File: config.mk
export PLATFORM = sky130hd
export DESIGN_NAME = deferred_call_slot_table_flat
export DESIGN_NICKNAME = d
export VERILOG_FILES = /design/src/rtl/dcst_pkg.sv /design/src/rtl/dcst_in_if.sv /design/src/rtl/dcst_out_if.sv /design/src/rtl/dcst_ctrl.sv /design/src/rtl/dcst_dp.sv /design/src/rtl/deferred_call_slot_table.sv /design/src/flat_wrapper.sv
export SDC_FILE = /design/constraint.sdc
export NUM_CORES = 1
export LEC_CHECK = 0
export BUFFER_PORTS_ARGS = -buffer_cell sky130_fd_sc_hd__buf_4
export CORE_UTILIZATION = 45
export DETAILED_ROUTE_END_ITERATION = 7
export PLACE_DENSITY_LB_ADDON = 0.2
export REMOVE_ABC_BUFFERS = 1
export SYNTH_ARGS = -nofsm -noshare
export SYNTH_HDL_FRONTEND = slang
export SYNTH_SLANG_ARGS = --single-unit
File: constraint.sdc
create_clock -name clk_i -period 9.1 [get_ports clk_i]
set_clock_uncertainty 0.05 [all_clocks]
set_input_delay 0.455 -clock clk_i [delete_from_list [all_inputs] [get_ports clk_i]]
set_output_delay 0.455 -clock clk_i [all_outputs]
set_load 0.03 [all_outputs]
File: src/rtl/dcst_pkg.sv
`timescale 1ns / 1ps
`default_nettype none
// ----------------------------------------------------------------------------
// Deferred-call slot table package
// Widths, action and status codes, controller states and the command and
// status structs shared by the controller and the datapath.
// ----------------------------------------------------------------------------
package dcst_pkg;

  // Default table depth
  localparam int unsigned SLOT_COUNT_DEF = 16;

  // Beat field widths
  localparam int unsigned ACTION_W = 2;
  localparam int unsigned STATUS_W = 2;
  localparam int unsigned SLOT_W   = 4;
  localparam int unsigned DATA_W   = 32;

  // Action codes
  localparam logic [ACTION_W-1:0] ACT_INSERT  = 2'd0;
  localparam logic [ACTION_W-1:0] ACT_REMOVE  = 2'd1;
  localparam logic [ACTION_W-1:0] ACT_PROCESS = 2'd2;

  // Result status codes
  localparam logic [STATUS_W-1:0] STATUS_DONE  = 2'd0;
  localparam logic [STATUS_W-1:0] STATUS_FULL  = 2'd1;
  localparam logic [STATUS_W-1:0] STATUS_EMPTY = 2'd2;

  // Controller states
  typedef enum logic [1:0] {
    ST_IDLE,
    ST_SCAN,
    ST_FIN
  } dcst_state_e;

  // Controller to datapath
  typedef struct packed {
    logic load_req;  // capture the request beat, rewind the scan
    logic scan;      // scan pointer is live this cycle
    logic advance;   // step the scan pointer
    logic commit;    // update the table and load the result register
  } dcst_cmd_t;

  // Datapath to controller
  typedef struct packed {
    logic in_valid;    // request beat offered
    logic needs_scan;  // offered request is insert or process
    logic hit;         // current slot matches the search
    logic last;        // scan pointer sits on the final slot
    logic out_free;    // result register can take a new beat
  } dcst_sts_t;

endpackage
`default_nettype wire

File: src/rtl/dcst_in_if.sv
`timescale 1ns / 1ps
`default_nettype none
// ----------------------------------------------------------------------------
// Request channel
// Valid/ready channel carrying one table request per beat.
// ----------------------------------------------------------------------------
interface dcst_in_if;

  logic                                valid;
  logic                                ready;
  logic [dcst_pkg::ACTION_W-1:0]       action;
  logic [dcst_pkg::DATA_W-1:0]         handler_addr;
  logic [dcst_pkg::DATA_W-1:0]         context_word;
  logic [dcst_pkg::SLOT_W-1:0]         slot_index;

  modport source (
    output valid, action, handler_addr, context_word, slot_index,
    input  ready
  );

  modport sink (
    input  valid, action, handler_addr, context_word, slot_index,
    output ready
  );

endinterface
`default_nettype wire

File: src/rtl/dcst_out_if.sv
`timescale 1ns / 1ps
`default_nettype none
// ----------------------------------------------------------------------------
// Result channel
// Valid/ready channel carrying one table result per beat.
// ----------------------------------------------------------------------------
interface dcst_out_if;

  logic                                valid;
  logic                                ready;
  logic [dcst_pkg::STATUS_W-1:0]       status;
  logic [dcst_pkg::SLOT_W-1:0]         slot_used;
  logic [dcst_pkg::DATA_W-1:0]         out_handler;
  logic [dcst_pkg::DATA_W-1:0]         out_context;

  modport source (
    output valid, status, slot_used, out_handler, out_context,
    input  ready
  );

  modport sink (
    input  valid, status, slot_used, out_handler, out_context,
    output ready
  );

endinterface
`default_nettype wire

File: src/rtl/dcst_ctrl.sv
`timescale 1ns / 1ps
`default_nettype none
// ----------------------------------------------------------------------------
// Slot table controller
// Sequences one request: capture, a slot scan for insert and process, then
// commit once the result register is free.
// ----------------------------------------------------------------------------
module dcst_ctrl (
  input  wire logic              clk_i,
  input  wire logic              rst_ni,
  input  wire dcst_pkg::dcst_sts_t sts_i,
  output dcst_pkg::dcst_cmd_t    cmd_o,
  output logic                   in_ready_o
);

  dcst_pkg::dcst_state_e state_q, state_d;

  // State register
  always_ff @(posedge clk_i or negedge rst_ni) begin
    if (!rst_ni) begin
      state_q <= dcst_pkg::ST_IDLE;
    end else begin
      state_q <= state_d;
    end
  end

  // Next state
  always_comb begin
    state_d = state_q;
    case (state_q)
      dcst_pkg::ST_IDLE: begin
        if (sts_i.in_valid) begin
          state_d = sts_i.needs_scan ? dcst_pkg::ST_SCAN : dcst_pkg::ST_FIN;
        end
      end
      dcst_pkg::ST_SCAN: begin
        if (sts_i.hit || sts_i.last) begin
          state_d = dcst_pkg::ST_FIN;
        end
      end
      dcst_pkg::ST_FIN: begin
        if (sts_i.out_free) begin
          state_d = dcst_pkg::ST_IDLE;
        end
      end
      default: state_d = dcst_pkg::ST_IDLE;
    endcase
  end

  // Commands
  always_comb begin
    cmd_o      = '0;
    in_ready_o = 1'b0;
    case (state_q)
      dcst_pkg::ST_IDLE: begin
        in_ready_o     = 1'b1;
        cmd_o.load_req = sts_i.in_valid;
      end
      dcst_pkg::ST_SCAN: begin
        cmd_o.scan    = 1'b1;
        cmd_o.advance = !sts_i.hit && !sts_i.last;
      end
      dcst_pkg::ST_FIN: begin
        cmd_o.commit = sts_i.out_free;
      end
      default: begin
        cmd_o      = '0;
        in_ready_o = 1'b0;
      end
    endcase
  end

endmodule
`default_nettype wire

File: src/rtl/dcst_dp.sv
`timescale 1ns / 1ps
`default_nettype none
// ----------------------------------------------------------------------------
// Slot table datapath
// Request register, occupancy flags, handler/context memory, scan pointer
// and the result register.
// ----------------------------------------------------------------------------
module dcst_dp #(
  parameter int unsigned SLOT_COUNT = dcst_pkg::SLOT_COUNT_DEF
) (
  input  wire logic                          clk_i,
  input  wire logic                          rst_ni,
  input  wire dcst_pkg::dcst_cmd_t           cmd_i,
  output dcst_pkg::dcst_sts_t                sts_o,
  // request beat
  input  wire logic                          in_valid_i,
  input  wire logic [dcst_pkg::ACTION_W-1:0] in_action_i,
  input  wire logic [dcst_pkg::DATA_W-1:0]   in_handler_i,
  input  wire logic [dcst_pkg::DATA_W-1:0]   in_context_i,
  input  wire logic [dcst_pkg::SLOT_W-1:0]   in_index_i,
  // result beat
  output logic                               out_valid_o,
  input  wire logic                          out_ready_i,
  output logic [dcst_pkg::STATUS_W-1:0]      out_status_o,
  output logic [dcst_pkg::SLOT_W-1:0]        out_slot_o,
  output logic [dcst_pkg::DATA_W-1:0]        out_handler_o,
  output logic [dcst_pkg::DATA_W-1:0]        out_context_o
);

  localparam int unsigned IDX_W   = $clog2(SLOT_COUNT);
  localparam int unsigned ENTRY_W = 2 * dcst_pkg::DATA_W;

  // Request register
  logic [dcst_pkg::ACTION_W-1:0] req_action_q;
  logic [dcst_pkg::DATA_W-1:0]   req_handler_q;
  logic [dcst_pkg::DATA_W-1:0]   req_context_q;
  logic [dcst_pkg::SLOT_W-1:0]   req_index_q;

  // Scan state
  logic [IDX_W-1:0]      cnt_q;
  logic                  found_q;
  logic [SLOT_COUNT-1:0] occ_q, occ_d;

  // Slot memory and its registered read port
  logic [ENTRY_W-1:0] slot_mem [SLOT_COUNT];
  logic [ENTRY_W-1:0] rd_q;

  // Result register
  logic                          out_valid_q, out_valid_d;
  logic [dcst_pkg::STATUS_W-1:0] out_status_q, out_status_d;
  logic [dcst_pkg::SLOT_W-1:0]   out_slot_q, out_slot_d;
  logic [dcst_pkg::DATA_W-1:0]   out_handler_q, out_handler_d;
  logic [dcst_pkg::DATA_W-1:0]   out_context_q, out_context_d;

  logic             occ_bit;
  logic             hit;
  logic             rm_in_range;
  logic [IDX_W-1:0] rm_idx;
  logic             mem_we;

  // Search condition on the current slot
  assign occ_bit = occ_q[cnt_q];
  always_comb begin
    case (req_action_q)
      dcst_pkg::ACT_INSERT:  hit = !occ_bit;
      dcst_pkg::ACT_PROCESS: hit = occ_bit;
      default:               hit = 1'b0;
    endcase
  end

  assign rm_in_range = 32'(req_index_q) < SLOT_COUNT;
  assign rm_idx      = IDX_W'(req_index_q);
  assign mem_we      = cmd_i.commit && found_q && (req_action_q == dcst_pkg::ACT_INSERT);

  // Status towards the controller
  always_comb begin
    sts_o.in_valid   = in_valid_i;
    sts_o.needs_scan = (in_action_i == dcst_pkg::ACT_INSERT) ||
                       (in_action_i == dcst_pkg::ACT_PROCESS);
    sts_o.hit        = hit;
    sts_o.last       = (cnt_q == IDX_W'(SLOT_COUNT - 1));
    sts_o.out_free   = !out_valid_q || out_ready_i;
  end

  // Capture the request beat
  always_ff @(posedge clk_i) begin
    if (cmd_i.load_req) begin
      req_action_q  <= in_action_i;
      req_handler_q <= in_handler_i;
      req_context_q <= in_context_i;
      req_index_q   <= in_index_i;
    end
  end

  // Scan pointer and match flag
  always_ff @(posedge clk_i or negedge rst_ni) begin
    if (!rst_ni) begin
      cnt_q   <= '0;
      found_q <= 1'b0;
    end else if (cmd_i.load_req) begin
      cnt_q   <= '0;
      found_q <= 1'b0;
    end else begin
      if (cmd_i.advance) begin
        cnt_q <= cnt_q + 1'b1;
      end
      if (cmd_i.scan && hit) begin
        found_q <= 1'b1;
      end
    end
  end

  // Occupancy update on commit
  always_comb begin
    occ_d = occ_q;
    if (cmd_i.commit) begin
      case (req_action_q)
        dcst_pkg::ACT_INSERT: begin
          if (found_q) occ_d[cnt_q] = (req_handler_q != '0);
        end
        dcst_pkg::ACT_PROCESS: begin
          if (found_q) occ_d[cnt_q] = 1'b0;
        end
        dcst_pkg::ACT_REMOVE: begin
          if (rm_in_range) occ_d[rm_idx] = 1'b0;
        end
        default: occ_d = occ_q;
      endcase
    end
  end

  always_ff @(posedge clk_i or negedge rst_ni) begin
    if (!rst_ni) begin
      occ_q <= '0;
    end else begin
      occ_q <= occ_d;
    end
  end

  // Slot memory: write on insert commit, read at the scan pointer
  always_ff @(posedge clk_i) begin
    if (mem_we) begin
      slot_mem[cnt_q] <= {req_handler_q, req_context_q};
    end
    rd_q <= slot_mem[cnt_q];
  end

  // Build the result beat
  always_comb begin
    out_status_d  = dcst_pkg::STATUS_DONE;
    out_slot_d    = '0;
    out_handler_d = '0;
    out_context_d = '0;
    case (req_action_q)
      dcst_pkg::ACT_INSERT: begin
        if (found_q) begin
          out_slot_d = dcst_pkg::SLOT_W'(cnt_q);
        end else begin
          out_status_d = dcst_pkg::STATUS_FULL;
        end
      end
      dcst_pkg::ACT_PROCESS: begin
        if (found_q) begin
          out_slot_d    = dcst_pkg::SLOT_W'(cnt_q);
          out_handler_d = rd_q[ENTRY_W-1:dcst_pkg::DATA_W];
          out_context_d = rd_q[dcst_pkg::DATA_W-1:0];
        end else begin
          out_status_d = dcst_pkg::STATUS_EMPTY;
        end
      end
      default: out_status_d = dcst_pkg::STATUS_DONE;
    endcase
  end

  // Result valid: set on commit, drop once taken
  always_comb begin
    out_valid_d = out_valid_q;
    if (cmd_i.commit) begin
      out_valid_d = 1'b1;
    end else if (out_ready_i) begin
      out_valid_d = 1'b0;
    end
  end

  always_ff @(posedge clk_i or negedge rst_ni) begin
    if (!rst_ni) begin
      out_valid_q <= 1'b0;
    end else begin
      out_valid_q <= out_valid_d;
    end
  end

  // Hold the result payload until the next commit
  always_ff @(posedge clk_i) begin
    if (cmd_i.commit) begin
      out_status_q  <= out_status_d;
      out_slot_q    <= out_slot_d;
      out_handler_q <= out_handler_d;
      out_context_q <= out_context_d;
    end
  end

  assign out_valid_o   = out_valid_q;
  assign out_status_o  = out_status_q;
  assign out_slot_o    = out_slot_q;
  assign out_handler_o = out_handler_q;
  assign out_context_o = out_context_q;

endmodule
`default_nettype wire

File: src/rtl/deferred_call_slot_table.sv
`timescale 1ns / 1ps
`default_nettype none
// ----------------------------------------------------------------------------
// Deferred-call slot table
// Fixed table of handler/context slots with insert, remove and process.
// ----------------------------------------------------------------------------
//  channel | dir | payload
//  --------+-----+----------------------------------------------------------
//  in_i    | in  | action, handler_addr, context_word, slot_index
//  out_o   | out | status, slot_used, out_handler, out_context
//
//  Insert and process: beat, a scan of 1 .. SLOT_COUNT slots (one a cycle),
//  then commit; remove and the unused action go straight from the beat to
//  commit. The result beat follows commit.
//  One request is in flight. Reset clears the occupancy flags at once.
//  A stalled result holds in the output register; the next request is taken
//  meanwhile and waits at commit until the register frees.
// ----------------------------------------------------------------------------
module deferred_call_slot_table #(
  parameter int unsigned SLOT_COUNT = dcst_pkg::SLOT_COUNT_DEF
) (
  input  wire logic   clk_i,
  input  wire logic   rst_ni,
  dcst_in_if.sink     in_i,
  dcst_out_if.source  out_o
);

  dcst_pkg::dcst_cmd_t cmd;
  dcst_pkg::dcst_sts_t sts;

  // Sequencer
  dcst_ctrl u_ctrl (
    .clk_i      (clk_i),
    .rst_ni     (rst_ni),
    .sts_i      (sts),
    .cmd_o      (cmd),
    .in_ready_o (in_i.ready)
  );

  // Table storage and result register
  dcst_dp #(
    .SLOT_COUNT (SLOT_COUNT)
  ) u_dp (
    .clk_i         (clk_i),
    .rst_ni        (rst_ni),
    .cmd_i         (cmd),
    .sts_o         (sts),
    .in_valid_i    (in_i.valid),
    .in_action_i   (in_i.action),
    .in_handler_i  (in_i.handler_addr),
    .in_context_i  (in_i.context_word),
    .in_index_i    (in_i.slot_index),
    .out_valid_o   (out_o.valid),
    .out_ready_i   (out_o.ready),
    .out_status_o  (out_o.status),
    .out_slot_o    (out_o.slot_used),
    .out_handler_o (out_o.out_handler),
    .out_context_o (out_o.out_context)
  );

endmodule
`default_nettype wire

File: src/flat_wrapper.sv
// flat-port wrapper written by rule: the top's interface ports become plain ports
module deferred_call_slot_table_flat 
#(
  parameter int unsigned SLOT_COUNT = dcst_pkg::SLOT_COUNT_DEF
)
  (clk_i, rst_ni, in_i_valid, in_i_action, in_i_handler_addr, in_i_context_word, in_i_slot_index, in_i_ready, out_o_valid, out_o_status, out_o_slot_used, out_o_out_handler, out_o_out_context, out_o_ready);
  dcst_in_if in_i_i ();
  dcst_out_if out_o_i ();
  input  wire logic clk_i;
  input  wire logic rst_ni;
  input wire logic [$bits(in_i_i.valid)-1:0] in_i_valid;
  input wire logic [$bits(in_i_i.action)-1:0] in_i_action;
  input wire logic [$bits(in_i_i.handler_addr)-1:0] in_i_handler_addr;
  input wire logic [$bits(in_i_i.context_word)-1:0] in_i_context_word;
  input wire logic [$bits(in_i_i.slot_index)-1:0] in_i_slot_index;
  output wire logic [$bits(in_i_i.ready)-1:0] in_i_ready;
  output wire logic [$bits(out_o_i.valid)-1:0] out_o_valid;
  output wire logic [$bits(out_o_i.status)-1:0] out_o_status;
  output wire logic [$bits(out_o_i.slot_used)-1:0] out_o_slot_used;
  output wire logic [$bits(out_o_i.out_handler)-1:0] out_o_out_handler;
  output wire logic [$bits(out_o_i.out_context)-1:0] out_o_out_context;
  input wire logic [$bits(out_o_i.ready)-1:0] out_o_ready;
  assign in_i_i.valid = in_i_valid;
  assign in_i_i.action = in_i_action;
  assign in_i_i.handler_addr = in_i_handler_addr;
  assign in_i_i.context_word = in_i_context_word;
  assign in_i_i.slot_index = in_i_slot_index;
  assign in_i_ready = in_i_i.ready;
  assign out_o_valid = out_o_i.valid;
  assign out_o_status = out_o_i.status;
  assign out_o_slot_used = out_o_i.slot_used;
  assign out_o_out_handler = out_o_i.out_handler;
  assign out_o_out_context = out_o_i.out_context;
  assign out_o_i.ready = out_o_ready;
  deferred_call_slot_table #(.SLOT_COUNT(SLOT_COUNT)) u_core (.clk_i(clk_i), .rst_ni(rst_ni), .in_i(in_i_i), .out_o(out_o_i));
endmodule
==> run summary <==
Switch Pwr - 3.648 mW
Detail Route Antenna Nets - 0
Power share of the sequential group - 48.8%
Sequential area share after synthesis - 80.13%
Worst path slowest cell - dfrtp_4
I/O Pins - 146
Layout cells sized above 1 - 31.24%
Placed Instances - 3353
Total Wirelength - 102700 um
Vias in the first global route - 21972
Pin count of the biggest net entering global routing - 151
Arrival time of the worst setup path - 4880 ps
Chip Width - 321.6 um
Post-Route Setup TNS - 0 ps
Clk_lat worst skew - 730 ps
Yosys top cell by area - edfxtp_1
Syn Inst Count - 1909
Dpl hpwl - 51170 um
Root buffer cell - clkbuf_16
FF-to-FF path depth - 5
Die height - 321.6 um
Crit path max-delay family - buffers and inverters
Power per cell area - 273.5 mW/mm2
Max_slew headroom - 26.33%
CP peak stage delay - 930 ps
Design Area, Final - 0.05398 mm2
Layout Utilization - 53.66%
Fmax achieved - 0.2179 GHz
Core area - 0.1006 mm2
Pins Over Slew Limit - 0
Rows - 116
Wire length on met1 - 43760 um
WP buf/inv - 2
Initial Util - 45.70%
Min Tclk post-route - 4590 ps
Gpl congestion - 0.7707
Clock Power Share - 36.9%
Final hold vios - 0
Top sig layer - met4
Main area contributors after synthesis - edfxtp_1 (76%), mux4_2 (16%), dfxtp_1 (2.8%), dfrtp_1 (1.3%), and3_1 (0.88%)
Critical path type - flop to flop
CTS Buf Count - 134
CTS tree - yes
CTS Buffer Depth - 3
IR drop worst, VDD - 191.2 uV
Yosys reg bits - 1252
DRC violations left - 0
Status - completed
Yosys top cell area share - 76.04%
Post-Syn Area - 0.04597 mm2
Antenna violations before repair - 2
Clk sinks - 1252
Post-CTS setup repair buffer count - 0
Nets - 2285
Worst hold path class - primary input to flop
CP Capture Type - flop
Via-per-instance ratio - 5.647
Most frequent cells in the layout - edfxtp_1 (1164), mux4_2 (324), buf_4 (182)
Leakage - 17.18 nW
Post-CTS Resized - 0
Startpoint types - flop
Combinational fraction of design power - 14.4%
TritonRoute pass-1 iters - 5
Critical Path Stages - 5
First-pass GRT wire length - 150100 um
Clock-pin slew on the worst setup and hold paths - 60 ps
Met3 WL post-DR - 5618 um
Non-filler cells, final - 3668
Number of DRC markers in iteration 0 - 2078
Htree depth - 4
Total gr overflow - 0
Switching Fraction - 24.71%
DP Area - 0.04883 mm2
Crit-path most repeated cell - buf_4
Area Growth Syn to Fin - 17.42%
Via count - 20714
Critical path required time - 9390 ps
Input/output buffers - 145
Commonest non-fill, non-tap cell in the layout - edfxtp_1
Distinct cells, synth - 35
Hold depth - 4
Max Cap Viol - 0
Final Setup Violations - 0
Die area - 0.1034 mm2
Mean post-synth cell area - 24.08 um2
Worst slew pin tran - 1105 ps
DR WL/cell - 27.99 um
Critical Path Fanout Max - 43
GR Util All Layers - 20.28%
Ant. Diodes - 0
Synth Warn # - 0
Tcrit/Tclk final - 50.44%
Critical-path cell list - buf_4 > nor2b_1 > nand2_1 > nor2_4 > buf_4
Final total power - 14.76 mW
RSZ-0062 raised after global routing - no
Cell internal pwr - 11.11 mW
Met2 WL - 51420 um
final cells by class:
class,count,area [um2]
multi-input cells,554,8842
fillers,7560,46600
flip-flops and latches,1252,36850
inverters,6,25.02
repair buffers,255,2117
clock buffers,196,3874
clock inverters,48,566.8
well taps,1357,1698
Yosys cell counts:
| cell | instances |
|---|---|
| nand2b_1 | 4 |
| mux2i_4 | 1 |
| nand3_1 | 5 |
| mux2i_1 | 6 |
| ha_1 | 8 |
| nor3b_1 | 2 |
| or3_1 | 1 |
| nor3_1 | 2 |
| a32oi_1 | 12 |
| o21ai_0 | 37 |
| buf_6 | 2 |
| and2_1 | 4 |
| nor2b_1 | 7 |
| mux4_2 | 324 |
| o21ai_1 | 2 |
| dfxtp_1 | 64 |
| and3_1 | 65 |
| edfxtp_1 | 1164 |
| a31oi_1 | 3 |
| or2_2 | 1 |
| clkbuf_1 | 56 |
| dfrtp_1 | 24 |
| nand4_1 | 3 |
| buf_1 | 15 |
| o21a_1 | 2 |
| nand4bb_1 | 1 |
| a21oi_1 | 6 |
| buf_2 | 24 |
| mux2_2 | 1 |
| nand2_1 | 18 |
| o21bai_1 | 1 |
| inv_1 | 6 |
| nor4_1 | 10 |
| nor2_1 | 25 |
| or4_1 | 3 |
metal layers:
metal	vias to the layer above	GRT usage, %
li1	8736	-
met5	-	0
met4	0	5.471
met2	641	33.10
met3	156	3.408
met1	11181	28.44
state kept, by name (all words and copies together) (netlist names), 4 cells and up:
| signal | cells |
|---|---|
| u_core.u_dp.occ_q | 16 |
| u_core.u_dp.req_handler_q | 32 |
| u_core.u_dp.req_context_q | 32 |
| u_core.u_dp.slot_mem | 1024 |
| u_core.u_dp.out_handler_o | 32 |
| u_core.u_dp.cnt_q | 4 |
| u_core.u_dp.req_index_q | 4 |
| u_core.u_dp.out_context_o | 32 |
| u_core.u_dp.out_slot_o | 4 |
| u_core.u_dp.rd_q | 64 |
per-stage QoR:
stage,setup slack [ps],hold WS [ps]
4_1_cts,4429,15.84
5_1_grt,4260,98.81
3_5_place_dp,4427,336.1
6_report,4510,80.01
3_3_place_gp,4433,333.1
2_1_floorplan,-4930,109.4
worst register-to-register path, stage by stage (launching register included):
cell	delay [ps]
dfrtp_4	930
buf_4	850
nor2b_1	580
nand2_1	220
nor2_4	720
buf_4	810
worst paths after layout:
path | slack (ps) | endpoint | start
max in group asynchronous | 8550 | u_core.u_dp.found_q | rst_ni
min in group asynchronous | 150 | u_core.u_dp.occ_q[13] | rst_ni
min reg2reg | 460 | u_core.u_dp.occ_q[6] | u_core.u_dp.occ_q[6]
max reg2reg | 4510 | u_core.u_dp.slot_mem[9][21] | u_core.u_dp.cnt_q[3]
min | 80 | u_core.u_dp.found_q | in_i_valid
max | 4510 | u_core.u_dp.slot_mem[9][21] | u_core.u_dp.cnt_q[3]
power by group through the flow:
stage | clock [mW] | sequential, mW | combinational [mW]
floorplan | 0 | 7.57 | 1.67
global route | 5.77 | 7.25 | 2.27
detailed placement | 0 | 7.32 | 2.14
global placement | 0 | 7.29 | 2.14
finish | 5.44 | 7.20 | 2.12
CTS | 5.55 | 7.20 | 2.17
cell families after synthesis:
family	Yosys count	synth area share, %
mux	332	16.08
flops	1252	80.13
simple gates	151	1.826
buf+inv	103	0.9390
fa+ha+maj	8	0.2178
compound gates	63	0.8084
timing repair:
action                                  CTS  global route
endpoints found under the setup margin    0             0
hold endpoints to repair                 95             0
hold buffers                             71             0
(Power assumes the default switching activity.)
